==> config.mk <==
export PLATFORM = sky130hd
export DESIGN_NAME = psic_ctrl
export DESIGN_NICKNAME = d
export VERILOG_FILES = /design/src/rtl/psic_pkg.sv /design/src/rtl/psic_ctrl.sv
export SDC_FILE = /design/constraint.sdc
export NUM_CORES = 1
export LEC_CHECK = 0
export BUFFER_PORTS_ARGS = -buffer_cell sky130_fd_sc_hd__buf_2
export CAP_MARGIN = 20
export CORE_ASPECT_RATIO = 0.75
export CORE_MARGIN = 4
export CORE_UTILIZATION = 48
export DETAILED_ROUTE_END_ITERATION = 12
export PLACE_DENSITY = 0.73
export SYNTH_ARGS = -nofsm -noshare
export SYNTH_HDL_FRONTEND = slang
export SYNTH_SLANG_ARGS = --single-unit
==> constraint.sdc <==
create_clock -name clk_i -period 1.81 [get_ports clk_i]
set_clock_uncertainty 0.15 [all_clocks]
set_input_delay 0.362 -clock clk_i [delete_from_list [all_inputs] [get_ports clk_i]]
set_output_delay 0.362 -clock clk_i [all_outputs]
set_load 0.02 [all_outputs]
==> src/rtl/psic_pkg.sv <==
// Shared types and constants for the piecewise surface intensity correction block.
// Used by psic_ctrl, psic_datapath and the top level; depends on nothing.
`default_nettype none
package psic_pkg;

  localparam int DEGREE_X    = 2;
  localparam int DEGREE_Y    = 2;
  localparam int SEGMENTS    = 3;
  localparam int TERMS       = (DEGREE_X + 1) * (DEGREE_Y + 1);
  localparam int TABLE_DEPTH = SEGMENTS * TERMS;

  localparam int ADDR_W = $clog2(TABLE_DEPTH);
  localparam int TERM_W = $clog2(TERMS);
  localparam int IX_W   = $clog2(DEGREE_X + 1);
  localparam int JY_W   = $clog2(DEGREE_Y + 1);
  localparam int QUO_W  = 16;
  localparam int KDIV_W = $clog2(QUO_W);

  // Configuration register indexes.
  localparam logic [1:0] REG_NEAR_LIMIT = 2'd0;
  localparam logic [1:0] REG_FAR_LIMIT  = 2'd1;
  localparam logic [1:0] REG_REF_GAIN   = 2'd2;

  localparam logic [15:0] NEAR_LIMIT_RST = 16'd1459;
  localparam logic [15:0] FAR_LIMIT_RST  = 16'd3635;
  localparam logic [15:0] REF_GAIN_RST   = 16'd57016;

  // Request kinds carried in the input tuser.
  localparam logic MODE_LOAD    = 1'b0;
  localparam logic MODE_CORRECT = 1'b1;

  typedef struct packed {
    logic              load_point;
    logic              write_coef;
    logic              fetch;
    logic              mul1;
    logic              mul2;
    logic              acc;
    logic              row_end;
    logic              div_init;
    logic              div_step;
    logic              out_load;
    logic [TERM_W-1:0] term;
    logic [KDIV_W-1:0] k;
  } cmd_t;

  typedef struct packed {
    logic skip_div;
    logic out_free;
  } status_t;

endpackage
`default_nettype wire

==> src/rtl/psic_ctrl.sv <==
// Sequencer for the correction block: walks the polynomial terms and the divider steps.
// Depends on psic_pkg; drives psic_datapath through cmd_t and reads status_t.
`default_nettype none
module psic_ctrl (
  input  wire                      clk_i,
  input  wire                      rst_ni,
  input  wire                      in_valid_i,
  input  wire                      in_mode_i,
  output logic                     in_ready_o,
  input  wire  psic_pkg::status_t  status_i,
  output psic_pkg::cmd_t           cmd_o
);

  typedef enum logic [7:0] {
    S_IDLE  = 8'b0000_0001,
    S_FETCH = 8'b0000_0010,
    S_MUL1  = 8'b0000_0100,
    S_MUL2  = 8'b0000_1000,
    S_ACC   = 8'b0001_0000,
    S_DIV0  = 8'b0010_0000,
    S_DIV   = 8'b0100_0000,
    S_DONE  = 8'b1000_0000
  } state_e;

  state_e                      state_q, state_d;
  logic [psic_pkg::IX_W-1:0]   i_q, i_d;
  logic [psic_pkg::JY_W-1:0]   j_q, j_d;
  logic [psic_pkg::TERM_W-1:0] term_q, term_d;
  logic [psic_pkg::KDIV_W-1:0] k_q, k_d;
  logic                        accept;
  logic                        row_end;
  logic                        last_term;

  assign in_ready_o = (state_q == S_IDLE);
  assign accept     = in_valid_i && in_ready_o;
  assign row_end    = (j_q == psic_pkg::JY_W'(psic_pkg::DEGREE_Y));
  assign last_term  = row_end && (i_q == psic_pkg::IX_W'(psic_pkg::DEGREE_X));

  always_comb begin
    state_d = state_q;
    i_d     = i_q;
    j_d     = j_q;
    term_d  = term_q;
    k_d     = k_q;
    cmd_o   = '0;
    cmd_o.term = term_q;
    cmd_o.k    = k_q;
    case (state_q)
      S_IDLE: begin
        if (accept) begin
          if (in_mode_i == psic_pkg::MODE_LOAD) begin
            cmd_o.write_coef = 1'b1;
          end else begin
            cmd_o.load_point = 1'b1;
            i_d     = '0;
            j_d     = '0;
            term_d  = '0;
            state_d = S_FETCH;
          end
        end
      end
      S_FETCH: begin
        cmd_o.fetch = 1'b1;
        state_d = S_MUL1;
      end
      S_MUL1: begin
        cmd_o.mul1 = 1'b1;
        state_d = S_MUL2;
      end
      S_MUL2: begin
        cmd_o.mul2 = 1'b1;
        state_d = S_ACC;
      end
      S_ACC: begin
        cmd_o.acc     = 1'b1;
        cmd_o.row_end = row_end;
        term_d = term_q + 1'b1;
        if (row_end) begin
          j_d = '0;
          i_d = i_q + 1'b1;
        end else begin
          j_d = j_q + 1'b1;
        end
        state_d = last_term ? S_DIV0 : S_FETCH;
      end
      S_DIV0: begin
        cmd_o.div_init = 1'b1;
        k_d = psic_pkg::KDIV_W'(psic_pkg::QUO_W - 1);
        state_d = status_i.skip_div ? S_DONE : S_DIV;
      end
      S_DIV: begin
        cmd_o.div_step = 1'b1;
        k_d = k_q - 1'b1;
        if (k_q == '0) begin
          state_d = S_DONE;
        end
      end
      S_DONE: begin
        if (status_i.out_free) begin
          cmd_o.out_load = 1'b1;
          state_d = S_IDLE;
        end
      end
      default: begin
        state_d = S_IDLE;
      end
    endcase
  end

  always_ff @(posedge clk_i or negedge rst_ni) begin
    if (!rst_ni) begin
      state_q <= S_IDLE;
      i_q     <= '0;
      j_q     <= '0;
      term_q  <= '0;
      k_q     <= '0;
    end else begin
      state_q <= state_d;
      i_q     <= i_d;
      j_q     <= j_d;
      term_q  <= term_d;
      k_q     <= k_d;
    end
  end

  a_load_free : assert property (@(posedge clk_i) disable iff (!rst_ni)
    cmd_o.out_load |-> status_i.out_free)
    else $error("result loaded while output register busy");

  a_point_start : assert property (@(posedge clk_i) disable iff (!rst_ni)
    (accept && in_mode_i == psic_pkg::MODE_CORRECT) |=> (state_q == S_FETCH && term_q == '0))
    else $error("point request did not start at the first term");

  a_terms_done : assert property (@(posedge clk_i) disable iff (!rst_ni)
    (state_q == S_ACC && last_term) |=>
      (state_q == S_DIV0 && term_q == psic_pkg::TERM_W'(psic_pkg::TERMS)))
    else $error("term walk ended at the wrong count");

endmodule
`default_nettype wire

Yosys cells after proc, flatten, opt, wreduce, memory -nomap -nowiden. Index checks and enable logic that the tools add are counted.

$add $sub $neg: 4. Equal/unequal tests: 15. Mux-type cells: 29. Reductions and logical operators: 8.

Operators by type and width (number): $pmux 8 s8 (1); $mux 8 (5); $pmux 4 s2 (2); $mux 2 (7); $mux 1 (9); $eq 8x1->1 const B (1); $eq 8x2->1 const B (1); $eq 8x3->1 const B (1); $eq 8x4->1 const B (1); $eq 8x5->1 const B (1); $eq 8x6->1 const B (1); $eq 8x7->1 const B (1); $eq 8x8->1 const B (1); $mux 4 (2); $ne 2x2->1 const B (4); $pmux 2 s2 (2); $reduce_and 4->1 (2); $mux 6 (1); $add 2x1->2 const B (2); $add 4x1->4 const B (1); $eq 2x2->1 const B (2); $logic_not 4->1 (1); $reduce_bool 2->1 (2); $sub 4x1->4 const B (1); other kinds (3) (4).

Register bits after elaboration: 20. Input port bits: 6. Output and inout bits: 19. Word-level logic and storage cells: 61.

Depth between registers and ports, before layout.
Word-level depth: 4. Gate-level depth with buffers: 7. Gate-level depth less buffers: 6.

Worst setup path after synthesis. No wires, ideal clock.

Path kind: reg2out. Start: reg state_q[0]. End: out cmd_o[16] in the netlist's numbering. Arrival time: 1946 ps. Required time: 1298 ps. Path slack: -648 ps. Cell stages (with the launch flop): 6. Buffers on the path: 1. Path through: dfstp_2 -> buf_2 -> nor2b_1 -> nand2_1 -> nor4_1 -> and3b_1.

RTL lines: start: declaration (line psic_ctrl.sv:25) `state_e state_q, state_d;`; start signal: assignment (line psic_ctrl.sv:118) `state_q <= state_d;`; end: declaration (line psic_ctrl.sv:11) `output psic_pkg::cmd_t cmd_o`.

==> impl_metrics.env <==
export IMPL_status="complete, but fails checks"
export IMPL_failed_checks="negative setup slack"
export IMPL_min_from="status_i[1]"
export IMPL_rrSetupSlack_ns=-0.26
export IMPL_cts_max_level=1
export IMPL_postLayoutCellArea_mm2=0.00198
export IMPL_clkLatencyLatePin_ns=0.31
export IMPL_crit_path_frequent_cell="or3_4"
export IMPL_initial_core_util_pct=50.6
export IMPL_r2r_end="term_q[3]$_DFFE_PN0P_"
export IMPL_avgSynthCellArea_um2=8.79
export IMPL_startpoint_type="flop"
export IMPL_worstPathRequired_ns=1.30
export IMPL_layout_setup_ws_ns=-0.585
export IMPL_async_reset_ff_share_pct=100
export IMPL_criticalPathCategory="flop to output pin"
export IMPL_setup_viol=22
export IMPL_layout_commonest_cell="buf_6"
export IMPL_clock_sinks=20
export IMPL_syn_area_mm2=0.00118
export IMPL_cts_tree="yes"
export IMPL_die_x_um=65.2
export IMPL_postSynthNetCount=143
export IMPL_power_density_mw_per_mm2=894
export IMPL_p_leak_nw=0.948
export IMPL_max_cap_violations=0
export IMPL_io_pins=25
export IMPL_crit_path_end_kind="output pin"
export IMPL_relSlewSlack_pct=67.7
export IMPL_drtAntennaViolNets=0
export IMPL_cp_slowest_cell="dfrtp_1"
export IMPL_hold_class="input port to flop"
export IMPL_drive_above_1_share_pct=56.5
export IMPL_multiInputGateArea_um2=846
export IMPL_nNetsFinal=201
export IMPL_vias=1328
export IMPL_crit_chain="or3_4 > or3_4 > clkinvlp_4 > nand2_2 > inv_2 > buf_6"
export IMPL_syn_inst=134
export IMPL_overflow=0
export IMPL_min_period_ns=2.40
export IMPL_coreArea_mm2=0.00233
export IMPL_regToRegStartpoint="state_q[1]$_DFFE_PN0P_"
export IMPL_seq_area_um2=502
export IMPL_final_cell_mix="24 x buf_6, 19 x dfrtp_1, 18 x buf_4"
export IMPL_cts_root_buf="clkbuf_4"
export IMPL_portBuffers=24
export IMPL_path_clk_slew_ns=0.13
export IMPL_diodes=0
export IMPL_crit_end="cmd_o[11]"
export IMPL_synth_flop_cell="dfrtp_1"
export IMPL_startpoint="state_q[7]$_DFFE_PN0P_"
export IMPL_drtPass1Iterations=6
export IMPL_dp_hpwl_um=2190
export IMPL_first_iter_violations=200
export IMPL_cts_buffers_inserted=3
export IMPL_num_rows=15
export IMPL_dieArea_mm2=0.00332
export IMPL_place_gp_congestion=0.798
export IMPL_synth_seq_cells=20
export IMPL_synth_warnings=0
export IMPL_nFillCells=127
export IMPL_worst_pin_slew_ns=0.480
export IMPL_die_height_um=50.9
export IMPL_max_freq_mhz=418
export IMPL_irDropWorstVdd_uv=517
export IMPL_slew_viol_final=0
export IMPL_antenna_found_initial=0
export IMPL_max_clock_path_buffers=2
export IMPL_finalSetupTns_ns=-5.69
export IMPL_period_share_pct=132
export IMPL_synth_edff_count=0
export IMPL_max_stage_delay_ns=0.42
export IMPL_rr_worst_depth=6
export IMPL_rsz0062_at_grt="true"
export IMPL_area_growth_syn_to_layout_pct=68.3
export IMPL_ys_seq_area_share_pct=42.6
export IMPL_grt_max_degree=21
export IMPL_drc=0
export IMPL_grt_pass1_vias=1246
export IMPL_post_drt_wl_per_cell_um=18.3
export IMPL_grt_pass1_wl_um=5620
export IMPL_placed_area_mm2=0.00154
export IMPL_routed_wl_um=4110
export IMPL_ys_types=37
export IMPL_grt_total_usage_pct=22.2
export IMPL_arrival_ns=1.88
export IMPL_viasPerCell=5.90
export IMPL_crit_path_max_fanout=4
export IMPL_finalHoldViolCount=0
==> where the power goes <==
part,internal (mW),switching (mW),total [mW]
logic,0.449,0.429,0.878
registers,0.480,0.0314,0.511
clock network,0.224,0.158,0.382
==> state kept, by name, indices dropped and copies added (netlist names) <==
register  flops
i_q           2
j_q           2
k_q           4
state_q       8
term_q        4
==> worst min path at each step <==
stage,cells past startpoint,end,slack (ns)
2_1_floorplan,0,i_q[0]$_DFFE_PN0P_,-0.08
3_3_place_gp,1,state_q[4]$_DFFE_PN0P_,0.18
3_5_place_dp,1,k_q[0]$_DFFE_PN0P_,0.19
4_1_cts,2,state_q[6]$_DFFE_PN0P_,0.1
5_1_grt,2,state_q[6]$_DFFE_PN0P_,0.14
6_report,2,state_q[6]$_DFFE_PN0P_,0.15
==> timing repair <==
item	4_1_cts	5_1_grt
endpoints found under the setup margin	18	23
gates resized for setup	44	44
endpoints found under the hold margin	19	0
setup buffers	8	5
hold buffers	1	0
pin swaps	13	15
==> cell families (layout without fill, tap and decap cells) <==
group           Yosys count  in the layout  synth area share, %
compound gates           30             30                 16.2
xor+xnor                  1              1                0.744
fa+ha+maj                 3              3                 3.19
buf+inv                  13             70                 4.46
flops                    20             20                 42.6
mux                       1              1                0.850
simple gates             66             66                 32.0
==> area by class of cell <==
cell class                      instances  share of cell area [%]
Timing Repair Buffer                   58                    25.5
Multi-Input combinational cell        101                    42.7
Sequential cell                        20                    25.3
Clock inverter                          1                    1.52
Clock buffer                            3                    1.14
Inverter                                8                    1.70
Tap cell                               34                    2.15
==> worst max-delay path, delay by kind of cell (launching register included) <==
| kind | cells | cell delay [ns] |
|---|---|---|
| buf+inv | 3 | 0.27 |
| flops | 1 | 0.42 |
| simple gates | 3 | 0.88 |
==> layer usage <==
metal,global-route usage (%),share of wire (%)
met1,27.7,39
met4,5.52,2.3
met5,0,0
met3,4.40,7.4
met2,39.3,51
==> through the flow <==
| step | utilization [%] | instances | setup WS (ns) | power [mW] | hold WS [ns] |
|---|---|---|---|---|---|
| after CTS | 76.7 | 222 | -0.539 | 1.56 | 0.0999 |
| after global routing | 85.2 | 225 | -0.636 | 1.84 | 0.136 |
| after floorplan | - | 134 | -0.243 | 0.827 | -0.0836 |
| after detailed placement | 66.1 | 211 | -0.237 | 1.02 | 0.187 |
| final | 85.2 | 225 | -0.585 | 1.77 | 0.154 |
| after global placement | 66.1 | 211 | -0.200 | 1.01 | 0.182 |
==> cell usage after synthesis (all sizes together) (3+ instances only) <==
| cell | number | area share [%] |
|---|---|---|
| or3 | 6 | 4.0 |
| nand2b | 3 | 1.6 |
| dfrtp | 19 | 40 |
| buf | 3 | 1.3 |
| inv | 8 | 2.6 |
| a21oi | 7 | 3.0 |
| nand3 | 5 | 2.1 |
| nand2 | 12 | 3.8 |
| a21o | 3 | 1.9 |
| nor2 | 13 | 4.1 |
| ha | 3 | 3.2 |
| o21ai | 11 | 4.7 |
| nor3 | 8 | 3.4 |
No activity file was read; power rests on OpenSTA's default activity.
